==> config.mk <==
export PLATFORM = sky130hd
export DESIGN_NAME = lspf_fifo
export DESIGN_NICKNAME = d
export VERILOG_FILES = /design/src/hdl/lspf_fifo.sv
export SDC_FILE = /design/constraint.sdc
export NUM_CORES = 1
export LEC_CHECK = 0
export CAP_MARGIN = 20
export CELL_PAD_IN_SITES_DETAIL_PLACEMENT = 1
export CELL_PAD_IN_SITES_GLOBAL_PLACEMENT = 1
export CORE_AREA = 5 5 62 64
export CTS_BUF_LIST = sky130_fd_sc_hd__clkbuf_8
export DETAILED_ROUTE_END_ITERATION = 6
export DIE_AREA = 0 0 67 69
export DONT_BUFFER_PORTS = 1
export GPL_ROUTABILITY_DRIVEN = 0
export GPL_TIMING_DRIVEN = 0
export PLACE_DENSITY_LB_ADDON = 0.1
export SYNTH_ARGS = -nofsm -noshare
export SYNTH_HDL_FRONTEND = slang
export SYNTH_SLANG_ARGS = --single-unit
export TNS_END_PERCENT = 100
==> constraint.sdc <==
create_clock -name clk_i -period 1.71 [get_ports clk_i]
set_input_delay 0.171 -clock clk_i [delete_from_list [all_inputs] [get_ports clk_i]]
set_output_delay 0.171 -clock clk_i [all_outputs]
set_load 0.02 [all_outputs]
==> src/hdl/lspf_fifo.sv <==
// ----------------------------------------------------------------------------
// lspf_fifo
// Small register queue with push/full and pop/empty sides.
// ----------------------------------------------------------------------------
module lspf_fifo #(
  parameter int WIDTH = 8,
  parameter int DEPTH = 2
) (
  input  logic             clk_i,
  input  logic             rst_ni,
  input  logic             push_i,
  input  logic [WIDTH-1:0] data_i,
  output logic             full_o,
  input  logic             pop_i,
  output logic [WIDTH-1:0] data_o,
  output logic             empty_o
);
  localparam int AW = (DEPTH > 1) ? $clog2(DEPTH) : 1;
  localparam int CW = $clog2(DEPTH + 1);

  logic [WIDTH-1:0] mem_q [DEPTH];
  logic [AW-1:0]    wr_q, wr_d, rd_q, rd_d;
  logic [CW-1:0]    cnt_q, cnt_d;
  logic             do_push, do_pop;

  function automatic logic [AW-1:0] nxt(input logic [AW-1:0] p);
    return (p == AW'(DEPTH - 1)) ? '0 : p + 1'b1;
  endfunction

  assign full_o  = (cnt_q == CW'(DEPTH));
  assign empty_o = (cnt_q == '0);
  assign do_push = push_i & ~full_o;
  assign do_pop  = pop_i & ~empty_o;
  assign data_o  = mem_q[rd_q];

  always_comb begin
    wr_d  = do_push ? nxt(wr_q) : wr_q;
    rd_d  = do_pop ? nxt(rd_q) : rd_q;
    cnt_d = cnt_q;
    if (do_push && !do_pop) begin
      cnt_d = cnt_q + 1'b1;
    end else if (do_pop && !do_push) begin
      cnt_d = cnt_q - 1'b1;
    end
  end

  always_ff @(posedge clk_i or negedge rst_ni) begin
    if (!rst_ni) begin
      wr_q  <= '0;
      rd_q  <= '0;
      cnt_q <= '0;
    end else begin
      wr_q  <= wr_d;
      rd_q  <= rd_d;
      cnt_q <= cnt_d;
    end
  end

  always_ff @(posedge clk_i) begin
    if (do_push) begin
      mem_q[wr_q] <= data_i;
    end
  end

endmodule

==> metrics.txt, run 1 <==
hpwl dp=approximately 1200 um; IR drop worst, VDD=0.0005560 V; WP buf/inv=1; # setup viols final=0; worst path arrival time=1.73 ns; initial cell density of the core=0.2420; Min-Delay Path Class=primary input to flip-flop; simple-gate share of the synthesized area=0.03840; Core ar.=3232 um^2; Final ANT Viol Nets=0; register area share after synthesis=0.7424; highest routed layer=met3; syn nets=57; Synth warnings=0; Sequential Power Share=0.469; gr usage total=0.06390; average cell area after synthesis=approximately 18 um^2; Post-Synth Adder-Cell Area=0.01600; Hold Path Origin=data_i[4]; leak pwr=around 0.00035 uW; vias in the first global route=between 400 and 500; Worst setup SP type=flip-flop; # rows=21; wire length on met3=around 130 um; TritonRoute pass-1 iters=2; Switching Fraction=0.3579; cell count after placement=90; internal power=1037 uW; largest family of logic cells by synthesized area=multiplexers; met2 WL=901 um; CTS Buffer Depth=2; xor/xnor cell area share of the yosys netlist=0.06560; die area=4623 um^2; Congestion Overflow GR=0; final hold violations=0; TNS Setup=0 ns; Synth Cell Area=782.0 um^2; first-pass GRT wire length=2145 um; Synth Area in Compound Gates=0.006400; Final Critical Period=1.557 ns; max_slew headroom=0.7008; CP startpoint=cnt_q[0]$_DFFE_PN0P_; Ant. Diodes=0; CTS clk-pin slew, worst paths=0.07 ns; unrepaired setup endpoints after global routing=false; Synth Instances=44; DR iter-0 viols=2; combinational share of power=0.349; initial antenna violation count=0; Final Skew=0.001633 ns; share of layout cells above drive strength 1=0.1667; CTS Sinks=20; Max-Cap Viols=0; IO buf count=0; Synth Register Bits=20; Clk Latency, worst-skew pair=0.25 ns; Period Utilization, post-route=0.9107; critical setup path kind=flip-flop to flip-flop; largest net degree at the start of global routing=12; WL/cell=14.45 um; library cells used by synthesis=15; Critical Path RT=1.88 ns; critical-path cell list=nand2b_1, nand2_2, inv_1, ha_1, xor2_1, nor2_1, xor2_1; Setup Slack @ Placement=-0.02164 ns; CP most frequent cell=xor2_1; highest fanout seen on the critical path=5; DRC viols=0; I/O Pins=22; Reg-to-Reg Start=cnt_q[0]$_DFFE_PN0P_; final slew viol count=0; area delta synth->final=21.12%; CTS Root Cell=clkbuf_8; delay-heaviest family, CP=simple AND/OR/NAND/NOR gates; fmax=~640 MHz; Metal-1 WL=409 um; pwr/cell area=1704 nW/um^2; mux share of post-synthesis cell area=0.1152; Non-Filler Instances=100; Worst Max-Slew Pin Slew=0.4483 ns; final worst slack=0.1527 ns; TritonCTS clock tree=built; Setup crit end kind=flip-flop; Via density=roughly 3.8; Net Sw Power=about 580 uW; final wirelength=around 1400 um; Die Wd=67 um; die span in y=69 um; CTS buffer count=3; Clk pwr share=0.182; Crit-path slowest cell=dfrtp_1; Max stage delay on crit path=0.45 ns; status=complete, no violations; Nets=68; H-tree levels=1; fin util=0.2931; hold slack=0.01714 ns; vias=380
-- cells in the final DEF, fill, tap and decap left out --
cell / count
nand2b_1: 1
edfxtp_1: 16
nor2_2: 1
o21ai_1: 1
nor2_1: 2
xor2_1: 2
dlygate4sd3_1: 6
inv_1: 3
clkbuf_8: 3
nand2_2: 1
mux2_1: 6
and3_1: 1
buf_2: 1
dfrtp_1: 4
xnor2_2: 1
ha_1: 1
xnor2_1: 2
mux2_2: 2
-- layer usage --
layer,track usage,vias to the layer above
li1,-,176
met5,0,-
met4,0.02027,0
met3,0.03247,0
met2,0.1299,12
met1,0.04694,192
-- cell usage after synthesis, drive strengths merged --
cell | instances | area, um^2
edfxtp | 16 | 480.5
mux2 | 8 | 90.08
dfrtp | 4 | 100.1
nor2 | 3 | 11.26
xnor2 | 3 | 33.79
inv | 2 | 7.510
xor2 | 2 | 17.52
and3 | 1 | 6.260
buf | 1 | 5.000
ha | 1 | 12.51
nand2 | 1 | 6.260
nand2b | 1 | 6.260
o21ai | 1 | 5.000
-- metrics by stage --
step / total power [uW] / area [um^2]
3_3_place_gp: 1286 / 839.6
5_1_grt: 1703 / 947.2
4_1_cts: 1651 / 897.1
6_report: 1614 / 947.2
3_5_place_dp: 1337 / 839.6
2_1_floorplan: 1211 / 782.0
-- cells by family (layout without fill, tap and decap cells) --
group | count (synthesis) | in the layout
AND/OR/NAND/NOR | 6 | 6
adder cells (fa/ha/maj) | 1 | 1
flip-flops | 20 | 20
buffers and inverters | 3 | 13
XOR/XNOR | 5 | 5
multiplexers | 8 | 8
AO/OA/AOI/OAI | 1 | 1
-- cell type report --
class | count | area, um^2
plain buffers | 1 | 5.005
clock buffers | 3 | 41.29
clock inverters | 1 | 3.754
fillers | 342 | 2285
inverters | 2 | 7.507
multi-input cells | 21 | 191.4
flip-flops and latches | 20 | 580.6
well taps | 46 | 57.56
repair buffers | 6 | 60.06
-- power groups by stage --
stage / sequential, uW / clock (uW) / combinational, uW
CTS: 760 / 313 / 578
finish: 757 / 294 / 564
global route: 765 / 328 / 610
detailed placement: 769 / 0 / 568
floorplan: 742 / 0 / 469
global placement: 749 / 0 / 537
-- what timing repair did --
action | in CTS | in global routing
setup endpoints to repair | 8 | 0
endpoints found under the hold margin | 4 | 10
setup buffers | 0 | 0
hold buffers | 1 | 5
resized for setup | 1 | 0
-- path summary, 6_finish.rpt --
path	end	slack (ns)	cells after the start
setup / recovery	cnt_q[1]$_DFFE_PN0P_	0.15	7
hold / removal	mem_q[1][4]$_DFFE_PP_	0.02	0
setup reg to reg	cnt_q[1]$_DFFE_PN0P_	0.15	7
hold reg to reg	cnt_q[1]$_DFFE_PN0P_	0.54	1
max in group asynchronous	rd_q$_DFFE_PN0P_	1.35	1
min in group asynchronous	wr_q$_DFFE_PN0N_	0.19	1
-- flip-flops by register name, summed over array words and instances (netlist names) --
register  count
cnt_q         2
mem_q        16
rd_q          1
wr_q          1
No activity file was read; power rests on OpenSTA's default activity.
==> run 2: changes to the inputs <==
--- a/config.mk
+++ b/config.mk
@@ -8,14 +8,15 @@
 export CAP_MARGIN = 20
 export CELL_PAD_IN_SITES_DETAIL_PLACEMENT = 1
 export CELL_PAD_IN_SITES_GLOBAL_PLACEMENT = 1
-export CORE_AREA = 5 5 62 64
+export CORE_AREA = 5 5 51 53
 export CTS_BUF_LIST = sky130_fd_sc_hd__clkbuf_8
 export DETAILED_ROUTE_END_ITERATION = 6
-export DIE_AREA = 0 0 67 69
+export DIE_AREA = 0 0 56 58
 export DONT_BUFFER_PORTS = 1
 export GPL_ROUTABILITY_DRIVEN = 0
 export GPL_TIMING_DRIVEN = 0
 export PLACE_DENSITY_LB_ADDON = 0.1
+export REMOVE_ABC_BUFFERS = 1
 export SYNTH_ARGS = -nofsm -noshare
 export SYNTH_HDL_FRONTEND = slang
 export SYNTH_SLANG_ARGS = --single-unit
==> metrics.txt, run 2 (synthesized netlist as in run 1, its figures left out) <==
status=complete, no violations; highest fanout seen on the critical path=5 (unchanged); Final Skew=0.005306 ns (+0.003673 ns); TNS Setup=0 ns (unchanged); unrepaired setup endpoints after global routing=false; final wirelength=1295 um (-10%); largest net degree at the start of global routing=12 (unchanged); Setup crit end kind=flip-flop; most frequent cells in the layout=edfxtp_1, mux2_1, dfrtp_1, inv_1, clkbuf_8; max_slew headroom=0.7219 (+0.02110); max reg flops=16 (unchanged); Die Wd=56 um (-16%); hpwl dp=990.9 um (-14%); die span in y=58 um (-16%); leak pwr=0.0003209 uW (-7.2%); Switching Fraction=0.3579 (about the same); Final ANT Viol Nets=0 (unchanged); Sequential Power Share=0.501 (+0.032); Non-Filler Instances=76 (-24%); cell count after placement=71 (-21%); # rows=17 (-19%); DR iter-0 viols=0 (-2); Via density=4.842 (+27%); Final Critical Period=1.550 ns (-0.007788 ns); Max-Cap Viols=0 (unchanged); vias in the first global route=441 (-3.7%); Crit-path slowest cell=dfrtp_1; H-tree levels=1 (unchanged); CTS Sinks=20 (unchanged); initial cell density of the core=0.3714 (+0.1294); Min-Delay Path Class=primary input to flip-flop; Core ar.=2106 um^2 (-35%); Max stage delay on crit path=0.44 ns (about the same); Critical Path RT=1.88 ns (about the same); TritonRoute pass-1 iters=1 (-1); Ant. Diodes=0 (unchanged); Clk pwr share=0.187 (+0.005); CP most frequent cell=xor2_1; FILL cells=202 (-41%); WP buf/inv=1 (unchanged); Clk Latency, worst-skew pair=0.25 ns (about the same); gr usage total=0.08294 (+0.01904); area delta synth->final=11.20%; I/O Pins=22 (unchanged); CTS buffer count=3 (unchanged); Congestion Overflow GR=0 (unchanged); commonest non-fill, non-tap cell in the layout=edfxtp_1; pwr/cell area=1827 nW/um^2 (+7.2%); internal power=1020 uW (-1.6%); worst path arrival time=1.72 ns (about the same); final slew viol count=0 (unchanged); IO buf count=0 (unchanged); first-pass GRT wire length=2042 um (-4.8%); share of layout cells above drive strength 1=0.1667 (unchanged); Nets=62 (-8.8%); Worst Max-Slew Pin Slew=0.4172 ns (-0.03116 ns); IR drop worst, VDD=0.0009227 V (+66%); critical-path cell list=nand2b_1, nand2_2, inv_1, ha_1, xor2_1, nor2_1, xor2_1; CTS Buffer Depth=2 (unchanged); fmax=645.4 MHz (+0.50%); initial antenna violation count=0 (unchanged); final hold violations=0 (unchanged); DRC viols=0 (unchanged); CTS Root Cell=clkbuf_8; critical setup path kind=flip-flop to flip-flop; combinational share of power=0.313 (-0.036); Period Utilization, post-route=0.9061 (-0.004554); Worst setup SP type=flip-flop; # setup viols final=0 (unchanged); delay-heaviest family, CP=simple AND/OR/NAND/NOR gates; Top Registers=mem_q (16), cnt_q (2); CTS clk-pin slew, worst paths=0.07 ns (about the same); Reg with most FFs=mem_q; vias=368 (-3.2%); WL/cell=17.04 um (+18%); TritonCTS clock tree=built; die area=3248 um^2 (-30%); Net Sw Power=568.5 uW (-1.6%)
-- run 2: changes by cell type in the layout (fill, tap and decap cells not counted), sizes merged --
cell,delta
buf,-1
dlygate4sd3,-5
-- run 2: path summary, 6_finish.rpt --
| path | start | endpoint | slack, ns | depth (start not counted) |
|---|---|---|---|---|
| setup / recovery | cnt_q[0]$_DFFE_PN0P_ | cnt_q[1]$_DFFE_PN0P_ | 0.16 | 7 |
| hold / removal | data_i[6] | mem_q[1][6]$_DFFE_PP_ | 0.01 | 0 |
| setup reg to reg | cnt_q[0]$_DFFE_PN0P_ | cnt_q[1]$_DFFE_PN0P_ | 0.16 | 7 |
| hold reg to reg | cnt_q[1]$_DFFE_PN0P_ | cnt_q[1]$_DFFE_PN0P_ | 0.53 | 1 |
| max in group asynchronous | rst_ni | wr_q$_DFFE_PN0N_ | 1.34 | 1 |
| min in group asynchronous | rst_ni | rd_q$_DFFE_PN0P_ | 0.20 | 1 |
-- run 2: layout make-up --
cell class | count | area (um^2) | area share
clock buffer | 3 | 41.29 | 0.04748
clock inverter | 1 | 3.754 | 0.004317
inverter | 2 | 7.507 | 0.008633
multi-input combinational | 21 | 191.4 | 0.2201
sequential | 20 | 580.6 | 0.6676
tap | 28 | 35.03 | 0.04029
timing repair buffer | 1 | 10.01 | 0.01151
-- run 2: per-stage QoR --
stage            util  hold WS, ns  cell area, um^2  power [uW]  setup WS (ns)
3_5_place_dp   0.3856      -0.1245            812.0        1310        0.06519
3_3_place_gp   0.3856      -0.1244            812.0        1265         0.1463
6_report       0.4130      0.01276            869.6        1588         0.1605
4_1_cts        0.4118     0.007588            867.1        1610        0.05665
5_1_grt        0.4130    0.0008018            869.6        1679        0.04588
2_1_floorplan       -      -0.1246            777.0        1201         0.3179
-- run 2: layer usage --
metal / GRT usage / routed length [um]
met4: 0.02034 / 19
met5: 0 / 0
met2: 0.1536 / 662
met1: 0.08659 / 522
met3: 0.03563 / 91
-- run 2: power by group through the flow --
| stage | registers, uW | logic [uW] | clock network [uW] |
|---|---|---|---|
| floorplan | 771 | 430 | 0 |
| global placement | 790 | 475 | 0 |
| detailed placement | 806 | 503 | 0 |
| CTS | 796 | 508 | 305 |
| global route | 816 | 541 | 323 |
| finish | 795 | 497 | 297 |
-- run 2: what timing repair did --
action,4_1_cts,5_1_grt
setup endpoints to repair,0,8
endpoints found under the hold margin,4,0
gates resized for setup,0,1
buffers inserted,0,0
hold buffers,1,0
==> run 3: changes to the inputs <==
--- a/config.mk
+++ b/config.mk
@@ -15,6 +15,7 @@
 export DONT_BUFFER_PORTS = 1
 export GPL_ROUTABILITY_DRIVEN = 0
 export GPL_TIMING_DRIVEN = 0
+export HOLD_SLACK_MARGIN = 0.15
 export PLACE_DENSITY_LB_ADDON = 0.1
 export REMOVE_ABC_BUFFERS = 1
 export SYNTH_ARGS = -nofsm -noshare
==> constraint.sdc (replaced) <==
create_clock -name clk_i -period 1.3 [get_ports clk_i]
set_input_delay 0.13 -clock clk_i [delete_from_list [all_inputs] [get_ports clk_i]]
set_output_delay 0.13 -clock clk_i [all_outputs]
set_load 0.02 [all_outputs]
==> metrics.txt, run 3 (synthesized netlist as in run 1, its figures left out) <==
status=complete, but fails checks; failing checks=negative setup slack; Crit-path slowest cell=dfrtp_1; most frequent cells in the layout=edfxtp_1, dlygate4sd3_1, buf_4, mux2_2; share of layout cells above drive strength 1=0.5217 (+0.3551); highest fanout seen on the critical path=3 (-2); Min-Delay Path Class=primary input to asynchronous set/reset pin; TritonCTS clock tree=built; combinational share of power=0.477 (+0.164); initial cell density of the core=0.3714 (unchanged); final wirelength=1567 um (+21%); vias=446 (+21%); gr usage total=0.09849 (+0.01555); Final Critical Period=1.409 ns (-0.1405 ns); Sequential Power Share=0.376 (-0.125); die area=3248 um^2 (unchanged); cell count after placement=71 (unchanged); # setup viols final=1 (+1); IO buf count=0 (unchanged); I/O Pins=22 (unchanged); DRC viols=0 (unchanged); CTS Root Cell=clkbuf_8; leak pwr=0.0004444 uW (+38%); Top Registers=mem_q (16), cnt_q (2); Final ANT Viol Nets=0 (unchanged); Setup crit end kind=flip-flop; DR iter-0 viols=4 (+4); CTS Sinks=20 (unchanged); Reg-to-Reg Start=cnt_q[0]$_DFFE_PN0P_; first-pass GRT wire length=2428 um (+19%); area delta synth->final=46.56%; Worst Max-Slew Pin Slew=0.2550 ns (-0.1622 ns); DP Area=812.0 um^2 (unchanged); delay-heaviest family, CP=flip-flops; final instance area=1146 um^2 (+32%); Power Total=2704 uW (+70%); final worst slack=-0.1090 ns (-0.2695 ns); hold slack=0.1538 ns (+0.1410 ns); max reg flops=16 (unchanged); commonest non-fill, non-tap cell in the layout=edfxtp_1; Reg with most FFs=mem_q; Net Sw Power=949.2 uW (+67%); Clk pwr share=0.147 (-0.040); internal power=1754 uW (+72%); final hold violations=0 (unchanged); WP buf/inv=1 (unchanged); Worst R2R Setup Slack=-0.11 ns (-0.27 ns); Ant. Diodes=0 (unchanged); largest net degree at the start of global routing=12 (unchanged); critical-path cell list=nand2b_4, nand2_4, inv_4, ha_4, xor2_2, nor2_2, xor2_1; die span in y=58 um (unchanged); IR drop worst, VDD=0.001376 V (+49%); CP Depth=7 (unchanged); CTS Buffer Depth=2 (unchanged); max_slew headroom=0.8296 (+0.1077); Max-Cap Viols=0 (unchanged); vias in the first global route=504 (+14%); Core ar.=2106 um^2 (unchanged); H-tree levels=1 (unchanged); Nets=83 (+34%); WL/cell=16.15 um (-5.2%); TritonRoute pass-1 iters=2 (+1); TNS Setup=-0.1090 ns (-0.1090 ns); CTS clk-pin slew, worst paths=0.07 ns (about the same); initial antenna violation count=0 (unchanged); worst path arrival time=1.56 ns (-0.16 ns); Via density=4.598 (-5.0%); Max stage delay on crit path=0.39 ns (-0.05 ns); Non-Filler Instances=97 (+28%); Period Utilization, post-route=1.084 (+0.1777); fmax=709.7 MHz (+10%); Final Skew=0.006776 ns (+0.001470 ns); pwr/cell area=2359 nW/um^2 (+29%); critical setup path kind=flip-flop to flip-flop; FF-to-FF End=cnt_q[1]$_DFFE_PN0P_; Worst setup SP type=flip-flop; hpwl dp=990.9 um (unchanged); Critical Path RT=1.45 ns (-0.43 ns); Clk Latency, worst-skew pair=0.25 ns (about the same); unrepaired setup endpoints after global routing=true; Congestion Overflow GR=0 (unchanged); CTS buffer count=3 (unchanged); # rows=17 (unchanged); Die Wd=56 um (unchanged); Switching Fraction=0.3511 (-0.006798); final slew viol count=0 (unchanged); reg2reg path depth=7 (unchanged)
==> run 3: cell count changes in the layout (fill, tap and decap cells not counted), moves of 3 or more <==
cell           change
dlygate4sd3_1      +9
mux2_2             +3
mux2_1             -6
buf_4              +9
mux2_4             +3
==> run 3: how the worst max path moves through the flow <==
stage | start | endpoint | slack, ns
floorplan | cnt_q[0]$_DFFE_PN0P_ | mem_q[0][0]$_DFFE_PP_ | -0.09
global placement | cnt_q[0]$_DFFE_PN0P_ | mem_q[0][4]$_DFFE_PP_ | -0.26
detailed placement | cnt_q[0]$_DFFE_PN0P_ | mem_q[0][4]$_DFFE_PP_ | -0.34
CTS | cnt_q[0]$_DFFE_PN0P_ | cnt_q[1]$_DFFE_PN0P_ | -0.04
global route | cnt_q[0]$_DFFE_PN0P_ | cnt_q[1]$_DFFE_PN0P_ | -0.17
finish | cnt_q[0]$_DFFE_PN0P_ | cnt_q[1]$_DFFE_PN0P_ | -0.11
==> run 3: metrics by stage <==
step,utilization,worst slack (ns)
finish,0.5443,-0.1090
global placement,0.3856,-0.2637
global route,0.5443,-0.1661
detailed placement,0.3856,-0.3448
CTS,0.5371,-0.04369
floorplan,-,-0.09215
==> run 3: power by group through the flow <==
stage	clock network, uW	logic (uW)	registers, uW
CTS	401	1210	1020
detailed placement	0	662	1060
finish	397	1290	1020
floorplan	0	566	1010
global route	424	1370	1040
global placement	0	625	1040
==> run 3: worst register-to-register path, stage by stage (launching register included) <==
cell	delay, ns
dfrtp_1	0.39
nand2b_4	0.17
nand2_4	0.09
inv_4	0.04
ha_4	0.15
xor2_2	0.15
nor2_2	0.11
xor2_1	0.21
==> run 3: area by class of cell <==
class	count	area, um^2
fill	190	959.7
sequential	20	583.1
multi-input combinational	21	262.8
timing repair buffer	22	210.2
clock buffer	3	41.29
tap	28	35.03
inverter	2	10.01
clock inverter	1	3.754
==> run 3: what timing repair did <==
item,in CTS,in global routing
setup endpoints to repair,26,11
hold endpoints to repair,21,0
pin swaps,6,5
hold buffers,10,0
gates resized for setup,27,2
buffers inserted,11,1
==> run 3: metal layers <==
layer | global-route usage | vias up | wire length (um)
li1 | - | 207 | -
met1 | 0.1075 | 226 | 612
met2 | 0.1987 | 13 | 903
met3 | 0.02227 | 0 | 50
met4 | 0.01017 | 0 | 0
met5 | 0 | - | 0
